===== config.mk =====
export PLATFORM = sky130hd
export DESIGN_NAME = top_n_index_select
export DESIGN_NICKNAME = d
export VERILOG_FILES = /design/src/rtl/core/tnis_pkg.sv /design/src/rtl/core/tnis_cell.sv /design/src/rtl/core/tnis_drain.sv /design/src/rtl/core/top_n_index_select.sv
export SDC_FILE = /design/constraint.sdc
export NUM_CORES = 2
export LEC_CHECK = 0
export BUFFER_PORTS_ARGS = -buffer_cell sky130_fd_sc_hd__buf_2
export CELL_PAD_IN_SITES_DETAIL_PLACEMENT = 0
export CELL_PAD_IN_SITES_GLOBAL_PLACEMENT = 1
export CORE_ASPECT_RATIO = 0.6
export CORE_MARGIN = 3
export CORE_UTILIZATION = 46
export DETAILED_ROUTE_END_ITERATION = 7
export GPL_ROUTABILITY_DRIVEN = 0
export PLACE_DENSITY_LB_ADDON = 0.3
export SLEW_MARGIN = 20
export SYNTH_ARGS = -nofsm -noshare
export SYNTH_HDL_FRONTEND = slang
export SYNTH_HIERARCHICAL = 1
export SYNTH_SLANG_ARGS = --single-unit

===== constraint.sdc =====
create_clock -name clock -period 24.5 [get_ports clock]
set_input_delay 3.675 -clock clock [delete_from_list [all_inputs] [get_ports clock]]
set_output_delay 3.675 -clock clock [all_outputs]
set_load 0.02 [all_outputs]

===== src/rtl/core/tnis_pkg.sv =====
`timescale 1ns / 1ps
// ----------------------------------------------------------------------------
// tnis_pkg
// Shared types and constants of the streaming top-n index select block.
// ----------------------------------------------------------------------------
package tnis_pkg;

   // Number of kept entries, one cell each
   localparam int MAX_KEEP   = 8;
   // Elements per vector before the arrival index wraps
   localparam int VECTOR_LEN = 4096;

   localparam int SCORE_W    = 32;
   localparam int INDEX_W    = 12;
   localparam int RANK_W     = 3;
   localparam int NKEEP_W    = 4;
   // Counter wide enough to hold MAX_KEEP itself
   localparam int CNT_W      = $clog2(MAX_KEEP + 1);
   // Width used to compare the register value against MAX_KEEP
   localparam int LIM_W      = (CNT_W > NKEEP_W) ? CNT_W : NKEEP_W;

   // Result word: rank, element index, element score, zero pad to bytes
   localparam int RSP_BITS   = RANK_W + INDEX_W + SCORE_W;
   localparam int RSP_DATA_W = ((RSP_BITS + 7) / 8) * 8;
   localparam int REQ_DATA_W = ((SCORE_W + 7) / 8) * 8;

   // One kept entry of the list
   typedef struct packed {
      logic                      valid;
      logic signed [SCORE_W-1:0] score;
      logic [INDEX_W-1:0]        index;
   } entry_type;

endpackage


===== src/rtl/core/tnis_cell.sv =====
`timescale 1ns / 1ps
// ----------------------------------------------------------------------------
// tnis_cell
// One slot of the sorted list: keeps an entry, takes the new element or the
// entry of its upper neighbor when an element is inserted.
// ----------------------------------------------------------------------------
module tnis_cell
   import tnis_pkg::*;
(
   input  logic                      clock,
   input  logic                      reset,
   input  logic                      insert_i,     // element transfer
   input  logic                      clear_i,      // last element of vector
   input  logic signed [SCORE_W-1:0] new_score_i,
   input  logic [INDEX_W-1:0]        new_index_i,
   input  logic                      prev_take_i,  // upper neighbor takes new
   input  entry_type                 prev_entry_i,
   output logic                      take_o,
   output entry_type                 entry_o,
   output entry_type                 entry_in_o    // contents after insertion
);

   entry_type entry_ff;
   entry_type entry_in;
   entry_type new_entry;

   // New element wins this slot when the slot is empty or strictly lower
   assign take_o = !entry_ff.valid || (new_score_i > entry_ff.score);

   always_comb begin
      new_entry.valid = 1'b1;
      new_entry.score = new_score_i;
      new_entry.index = new_index_i;
      entry_in = entry_ff;
      if (insert_i) begin
         if (prev_take_i) begin
            entry_in = prev_entry_i;
         end else if (take_o) begin
            entry_in = new_entry;
         end
      end
   end

   // Hold the entry; drop it at reset and at the end of a vector
   always_ff @(posedge clock) begin
      if (reset) begin
         entry_ff.valid <= 1'b0;
      end else if (clear_i) begin
         entry_ff.valid <= 1'b0;
      end else begin
         entry_ff.valid <= entry_in.valid;
      end
      entry_ff.score <= entry_in.score;
      entry_ff.index <= entry_in.index;
   end

   assign entry_o    = entry_ff;
   assign entry_in_o = entry_in;

endmodule


===== src/rtl/core/tnis_drain.sv =====
`timescale 1ns / 1ps
// ----------------------------------------------------------------------------
// tnis_drain
// Result buffer: captures the finished list and shifts it out best first.
// ----------------------------------------------------------------------------
module tnis_drain
   import tnis_pkg::*;
(
   input  logic                      clock,
   input  logic                      reset,
   input  logic                      load_i,
   input  entry_type                 load_entries_i [MAX_KEEP],
   input  logic [CNT_W-1:0]          load_count_i,
   output logic                      busy_o,
   output logic                      rsp_tvalid,
   input  logic                      rsp_tready,
   output logic [RANK_W-1:0]         rsp_rank_o,
   output logic [INDEX_W-1:0]        rsp_index_o,
   output logic signed [SCORE_W-1:0] rsp_score_o,
   output logic                      rsp_tlast
);

   entry_type          slot_ff [MAX_KEEP];
   entry_type          slot_in [MAX_KEEP];
   logic [CNT_W-1:0]   remain_ff;
   logic [CNT_W-1:0]   remain_in;
   logic [RANK_W-1:0]  rank_ff;
   logic [RANK_W-1:0]  rank_in;
   logic               xfer;

   assign xfer = rsp_tvalid && rsp_tready;

   // Load a new list or advance the queue by one slot per transfer
   always_comb begin
      slot_in   = slot_ff;
      remain_in = remain_ff;
      rank_in   = rank_ff;
      if (load_i) begin
         slot_in   = load_entries_i;
         remain_in = load_count_i;
         rank_in   = '0;
      end else if (xfer) begin
         for (int k = 0; k < MAX_KEEP - 1; k++) begin
            slot_in[k] = slot_ff[k + 1];
         end
         remain_in = remain_ff - CNT_W'(1);
         rank_in   = rank_ff + RANK_W'(1);
      end
   end

   always_ff @(posedge clock) begin
      if (reset) begin
         remain_ff <= '0;
         rank_ff   <= '0;
      end else begin
         remain_ff <= remain_in;
         rank_ff   <= rank_in;
      end
      slot_ff <= slot_in;
   end

   assign busy_o      = (remain_ff != '0);
   assign rsp_tvalid  = (remain_ff != '0);
   assign rsp_tlast   = (remain_ff == CNT_W'(1));
   assign rsp_rank_o  = rank_ff;
   assign rsp_index_o = slot_ff[0].index;
   assign rsp_score_o = slot_ff[0].score;

   // A loaded non-empty list shows a result in the next cycle
   a_load_shows: assert property (@(posedge clock) disable iff (reset)
      (load_i && load_count_i != '0) |=> rsp_tvalid)
      else $error("loaded list not presented");

   // The last transfer of a list leaves the buffer empty
   a_last_empties: assert property (@(posedge clock) disable iff (reset)
      (xfer && rsp_tlast && !load_i) |=> !rsp_tvalid)
      else $error("result after end of list");

   // Ranks advance by one between transfers of the same list
   a_rank_step: assert property (@(posedge clock) disable iff (reset)
      (xfer && !rsp_tlast && !load_i) |=> (rsp_rank_o == $past(rsp_rank_o) + RANK_W'(1)))
      else $error("rank did not advance");

   // A list is never loaded over one still in flight
   a_no_overrun: assert property (@(posedge clock) disable iff (reset)
      load_i |-> !busy_o)
      else $error("list loaded while draining");

endmodule


===== src/rtl/core/top_n_index_select.sv =====
`timescale 1ns / 1ps
// ----------------------------------------------------------------------------
// top_n_index_select
// Streaming top-n selection: keeps the highest scores of a vector with their
// arrival indices and reports them best first at the end of the vector.
// ----------------------------------------------------------------------------
// Usage:
//   req channel: one signed Q16.16 score per transfer in req_tdata, req_tlast
//   on the last element of the vector. Elements are numbered from 0 in
//   arrival order. A row of MAX_KEEP cells keeps the list sorted; every cell
//   compares against the new score in the same cycle, so one element is
//   taken per cycle while req_tready is high.
//   rsp channel: after the last element, up to n_keep results follow, best
//   first (rank, index, score), rsp_tlast on the final one. The first result
//   is valid in the cycle after the last element's transfer, then one result
//   per cycle while rsp_tready is high.
//   The list moves into a result buffer on the last element, so elements of
//   the next vector are taken while results drain. The last element of the
//   next vector is held off (req_tready low) until the buffer is empty; a
//   receiver stall therefore stalls the input only at a vector end.
//   Equal scores rank the earlier element higher.
//   csr: csr_wr_en writes n_keep (0 acts as 1, above MAX_KEEP as MAX_KEEP).
//   Reset: list and result buffer empty, element count 0, n_keep 5.
// ----------------------------------------------------------------------------
module top_n_index_select
   import tnis_pkg::*;
(
   input  logic                  clock,
   input  logic                  reset,
   // req_tdata: [31:0] score
   input  logic                  req_tvalid,
   output logic                  req_tready,
   input  logic [REQ_DATA_W-1:0] req_tdata,
   input  logic                  req_tlast,
   // rsp_tdata: [2:0] rank, [14:3] element_index, [46:15] element_score, pad
   output logic                  rsp_tvalid,
   input  logic                  rsp_tready,
   output logic [RSP_DATA_W-1:0] rsp_tdata,
   output logic                  rsp_tlast,
   input  logic                  csr_wr_en,
   input  logic [NKEEP_W-1:0]    csr_wr_data
);

   logic                      req_xfer;
   logic                      final_xfer;
   logic                      drain_busy;
   logic signed [SCORE_W-1:0] new_score;
   logic [INDEX_W-1:0]        elem_cnt_ff;
   logic [INDEX_W-1:0]        elem_cnt_in;
   logic [NKEEP_W-1:0]        n_keep_ff;
   logic [CNT_W-1:0]          limit;
   logic [CNT_W-1:0]          count;
   logic [RANK_W-1:0]         rsp_rank;
   logic [INDEX_W-1:0]        rsp_index;
   logic signed [SCORE_W-1:0] rsp_score;

   logic                      take     [MAX_KEEP];
   entry_type                 entry    [MAX_KEEP];
   entry_type                 entry_in [MAX_KEEP];

   assign new_score  = req_tdata[SCORE_W-1:0];
   // Hold off the last element while the previous list still drains
   assign req_tready = !(req_tlast && drain_busy);
   assign req_xfer   = req_tvalid && req_tready;
   assign final_xfer = req_xfer && req_tlast;

   // Count elements, wrap at the vector length, restart at a vector end
   always_comb begin
      elem_cnt_in = elem_cnt_ff;
      if (req_xfer) begin
         if (req_tlast || elem_cnt_ff == INDEX_W'(VECTOR_LEN - 1)) begin
            elem_cnt_in = '0;
         end else begin
            elem_cnt_in = elem_cnt_ff + INDEX_W'(1);
         end
      end
   end

   always_ff @(posedge clock) begin
      if (reset) begin
         elem_cnt_ff <= '0;
         n_keep_ff   <= NKEEP_W'(5);
      end else begin
         elem_cnt_ff <= elem_cnt_in;
         if (csr_wr_en) begin
            n_keep_ff <= csr_wr_data;
         end
      end
   end

   // Row of sorting cells, best entry in cell 0
   for (genvar g = 0; g < MAX_KEEP; g++) begin : g_cell
      logic      prev_take;
      entry_type prev_entry;
      if (g == 0) begin : g_head
         assign prev_take  = 1'b0;
         assign prev_entry = '0;
      end else begin : g_body
         assign prev_take  = take[g-1];
         assign prev_entry = entry[g-1];
      end
      tnis_cell u_cell (
         .clock        (clock),
         .reset        (reset),
         .insert_i     (req_xfer),
         .clear_i      (final_xfer),
         .new_score_i  (new_score),
         .new_index_i  (elem_cnt_ff),
         .prev_take_i  (prev_take),
         .prev_entry_i (prev_entry),
         .take_o       (take[g]),
         .entry_o      (entry[g]),
         .entry_in_o   (entry_in[g])
      );
   end

   // Clamp n_keep and count the valid entries within it
   always_comb begin
      if (n_keep_ff == '0) begin
         limit = CNT_W'(1);
      end else if (LIM_W'(n_keep_ff) > LIM_W'(MAX_KEEP)) begin
         limit = CNT_W'(MAX_KEEP);
      end else begin
         limit = CNT_W'(n_keep_ff);
      end
      count = '0;
      for (int k = 0; k < MAX_KEEP; k++) begin
         if (CNT_W'(k) < limit && entry_in[k].valid) begin
            count = count + CNT_W'(1);
         end
      end
   end

   tnis_drain u_drain (
      .clock          (clock),
      .reset          (reset),
      .load_i         (final_xfer),
      .load_entries_i (entry_in),
      .load_count_i   (count),
      .busy_o         (drain_busy),
      .rsp_tvalid     (rsp_tvalid),
      .rsp_tready     (rsp_tready),
      .rsp_rank_o     (rsp_rank),
      .rsp_index_o    (rsp_index),
      .rsp_score_o    (rsp_score),
      .rsp_tlast      (rsp_tlast)
   );

   assign rsp_tdata = RSP_DATA_W'({rsp_score, rsp_index, rsp_rank});

endmodule

# Word level (Yosys, flattened, before mapping)
# Cells that the tools add are included.
[totals]
wordCells = 151
regBits = 741
out_inout_bits = 51
[op_classes]
n_addsub = 10
order_cmp = 17
n_reduce_logical = 34
muxes = 38
n_eq_ne = 2
[ops]
columns = ["operator", "count"]
rows = [
  ["$mux W45", 23],
  ["$mux W314", 2],
  ["$gt A32 B32 Y1", 8],
  ["$mux W4", 11],
  ["$add A4 B1 Y4 const B", 7],
  ["$lt A3 B4 Y1 const A", 4],
  ["$add A12 B1 Y12 const B", 1],
  ["$eq A12 B12 Y1 const B", 1],
  ["$logic_and A1 B1 Y1", 12],
  ["$mux W12", 1],
  ["$logic_not A1 Y1", 9],
  ["$logic_or A1 B1 Y1", 9],
  ["$lt A1 B4 Y1 const A", 2],
  ["$lt A2 B4 Y1 const A", 2],
  ["$eq A4 B1 Y1 const B", 1],
  ["$gt A4 B4 Y1 const B", 1],
  ["$logic_not A4 Y1", 1],
  ["$reduce_bool A4 Y1", 1],
  ["$sub A4 B1 Y4 const B", 1],
  ["$add A3 B1 Y3 const B", 1],
  ["$reduce_bool A2 Y1", 1],
  ["$reduce_or A2 Y1", 1],
  ["$mux W1", 1],
]

# Logic depth before layout (Yosys ltp)
[depth]
word_depth = 22
depth_mapped = 36
mapped_depth_nobuf = 33

# By module
# The synthesis kept the hierarchy.
[modules_own_cells]
columns = ["mod", "area_each_um2", "cells_per_inst", "n_inst", "seq_area_each_um2"]
rows = [
  ["tnis_cell", 3074.2, 351, 8, 900.9],
  ["tnis_drain", 14990.6, 788, 1, 10710.3],
  ["top_n_index_select", 1342.5, 165, 1, 320.3],
]

# Worst setup path after synthesis
# Ideal clock, no wire load.
[synth_path]
path_kind = "input to register"
start = "input port rsp_tready"
end = "register u_drain.slot_ff, in the netlist u_drain/rsp_index_o[0], enable pin"
slack_ns = -2.082
arrival_ns = 25.179
stages = 2
setup_time_ns = 1.403
cell_sequence = "inv_1 > o21ai_0"
[synth_via]
elab_chain_cells = 2
[synth_rtl]
columns = ["item", "line_no", "source"]
rows = [
  ["from (decl)", "top_n_index_select.sv:37", "input logic rsp_tready,"],
  ["$logic_and A1 B1 Y1", "tnis_drain.sv:31", "assign xfer = rsp_tvalid && rsp_tready;"],
  ["$reduce_bool A2 Y1 (no line)", "-", ""],
  ["to (signal assigned)", "tnis_drain.sv:59", "slot_ff <= slot_in;"],
  ["to (decl)", "tnis_drain.sv:23", "entry_type slot_ff [MAX_KEEP];"],
]
# No other way between the ends.
# A chain may end at the register's enable or synchronous reset.

==> results.py <==
metrics = {
    "status": {
        "status": "complete, no violations",
    },
    "clock_network": {
        "cts.path.max_buffers": 3,
        "cts_tree": "built",
        "clk_pin_slew_ns": 0.06,
        "clock_sinks": 735,
        "ctsHoldBuffers": 0,
        "worstSkewPairLatency_ns": 0.67,
        "cts_buffers": 75,
        "cts_root_buffer": "clkbuf_16",
        "cts_setup_buffers": 0,
        "htreeDepth": 3,
        "ctsResizeCount": 0,
    },
    "yosys": {
        "synth_area_um2": 40900,
        "syn_avg_cell_area_um2": 10.9,
        "yosys_warnings": 6,
        "synth_cells": 3760,
    },
    "timing": {
        "tightest_slew_ns": 1.09,
        "relSlewSlack_pct": 27.2,
        "report.final.slew_viol_count": 0,
        "hold_viol": 0,
        "fmax_ghz": 0.106,
        "period_share_pct": 38.5,
        "rsz0062_at_grt": "no",
        "fin_setup_tns_ns": 0,
        "layout_setup_ws_ns": 15.07,
        "finalClockSkew_ns": 0.0322,
        "whs_ns": 0.480,
        "layout_min_cycle_time_ns": 9.43,
        "setup_viol": 0,
    },
    "setup_path": {
        "crit_top_cell": "ha_1",
        "cp_data_arrival_time_ns": 9.97,
        "cp_slowest_cell": "nor4_1",
        "end_kind": "register",
        "max_stage_delay_ns": 0.61,
        "cp-start-kind": "input pin",
        "reg2reg_slack_ns": 17.44,
        "r2r_cells": 27,
        "critical_path_class": "in2reg",
        "regToRegEndpoint": "u_drain/remain_ff[1]",
        "timing.rr.start": "u_drain/remain_ff[1]",
        "cp_max_fo": 24,
        "cp.required_ns": 25.05,
    },
    "final_layout": {
        "drive_above_1_share_pct": 13.8,
        "finalNonFillerCells": 4992,
        "final_util_pct": 50.9,
        "areaGrowthSynthToFinish_pct": 9.22,
        "nets": 4079,
        "n_fill_cell": 7931,
    },
    "routing": {
        "viasPerCell": 6.04,
        "wl_per_cell_um": 23.2,
        "remaining_drc_errors": 0,
        "dr.pass1.iters": 5,
        "dr_total_vias": 30200,
        "drt_iter0_drc": 3637,
        "routed_wl_um": 116000,
        "ant_nets": 0,
    },
    "global_routing": {
        "grt_start_max_net_pins": 141,
        "track_usage_pct": 24.5,
        "grt_pass1_vias": 28000,
        "overflow": 0,
        "antenna_found_initial": 2,
        "grt_pass1_wl_um": 178000,
    },
    "flow_run": {
        "cap_violations": 0,
    },
    "placed_design": {
        "place_hpwl_um": 78200,
        "io_buffer_count": 91,
        "post-place-ws_ns": 14.47,
        "placedCellCount": 4852,
    },
    "die": {
        "core.rowCount": 84,
        "fp.dieArea_um2": 92700,
        "pin_count": 93,
        "fp.dieH_um": 237,
        "dieWidth_um": 391,
        "start_util_pct": 46.6,
        "core_area_um2": 87900,
    },
    "worst_hold_path": {
        "hold_path.class": "reg2reg",
        "hold_path_end": "u_drain/rsp_rank_o[2]",
        "min_from": "u_drain/rsp_rank_o[2]",
        "holdPathStages": 2,
    },
    "power_and_ir_drop": {
        "vdd_ir_drop_max_mv": 0.0944,
        "total_leakage_power_nw": 17.1,
        "p_per_area_nw_per_um2": 135,
    },
}
[worst max path at each step]
stage,from,cells past startpoint,to
2_1_floorplan,rsp_tready,2,u_drain/rsp_index_o[0]
3_3_place_gp,req_tdata[14],31,u_drain/remain_ff[1]
3_5_place_dp,req_tdata[14],31,u_drain/remain_ff[1]
4_1_cts,req_tdata[14],31,u_drain/remain_ff[1]
5_1_grt,req_tdata[14],31,u_drain/remain_ff[1]
6_report,req_tdata[11],31,u_drain/remain_ff[1]
[area by class of cell]
| type | count | area, um^2 | area share [%] |
|---|---|---|---|
| timing repair buffer | 180 | 1160 | 2.60 |
| clock inverter | 34 | 364 | 0.815 |
| clock buffer | 103 | 2130 | 4.78 |
| sequential | 735 | 18200 | 40.8 |
| inverter | 280 | 1050 | 2.36 |
| antenna | 2 | 5.00 | 0.0112 |
| multi-input combinational | 2497 | 20300 | 45.4 |
| tap | 1161 | 1450 | 3.25 |
[flip-flops by register name, indices dropped and copies added (netlist names)]
| name | cells |
|---|---|
| u_drain/rsp_score_o | 32 |
| g_cell.u_cell/entry_o | 360 |
| u_drain/rsp_index_o | 12 |
| u_drain/rsp_rank_o | 3 |
| n_keep_ff | 4 |
| elem_cnt_ff | 12 |
| u_drain/remain_ff | 4 |
| u_drain/slot_ff | 308 |
[metrics by stage]
step | power [mW] | instance area (um^2)
floorplan | 4.25 | 41100
global placement | 4.79 | 42200
detailed placement | 4.80 | 42200
CTS | 6.04 | 44700
global route | 6.44 | 44700
finish | 6.05 | 44700
[layer usage]
layer | vias up | global-route usage (%) | routed length [um]
li1 | 14400 | - | -
met1 | 14500 | 43.6 | 64600
met2 | 1194 | 28.4 | 40000
met3 | 98 | 4.95 | 9870
met4 | 0 | 4.14 | 1550
met5 | - | 0 | 0
[critical path: cells and delay by family]
family | cells | cell delay, ns
buf+inv | 5 | 0.57
simple gates | 11 | 1.73
mux | 4 | 1.15
compound gates | 6 | 1.29
fa+ha+maj | 5 | 1.53
[report_power, final]
group / switching, mW / total, mW / internal (mW)
Combinational: 1.40 / 2.50 / 1.10
Sequential: 0.367 / 2.36 / 1.99
Clock: 0.510 / 1.20 / 0.686
Total: 2.28 / 6.05 / 3.77
[placed cells by master (no fill, tap or decap), drive strengths merged, types with 9 or more instances in the layout]
| cell | instances |
|---|---|
| dfxtp | 383 |
| edfxtp | 352 |
| a221o | 344 |
| a22oi | 336 |
| mux2 | 311 |
| inv | 283 |
| ha | 268 |
| nor2b | 258 |
| a21oi | 240 |
| buf | 180 |
| nor2 | 167 |
| clkbuf | 103 |
| nand2 | 102 |
| nand4 | 53 |
| conb | 47 |
| nand3 | 42 |
| o21ai | 35 |
| nor4 | 26 |
| a21o | 25 |
| nor3 | 23 |
| clkinv | 21 |
| and3 | 19 |
| nor3b | 18 |
| a21boi | 17 |
| and4 | 16 |
| o21a | 11 |
| a211oi | 11 |
| xnor2 | 10 |
| xor2 | 10 |
| o211ai | 9 |
| a311o | 9 |
Note: power is estimated with default switching activity, not from simulation.
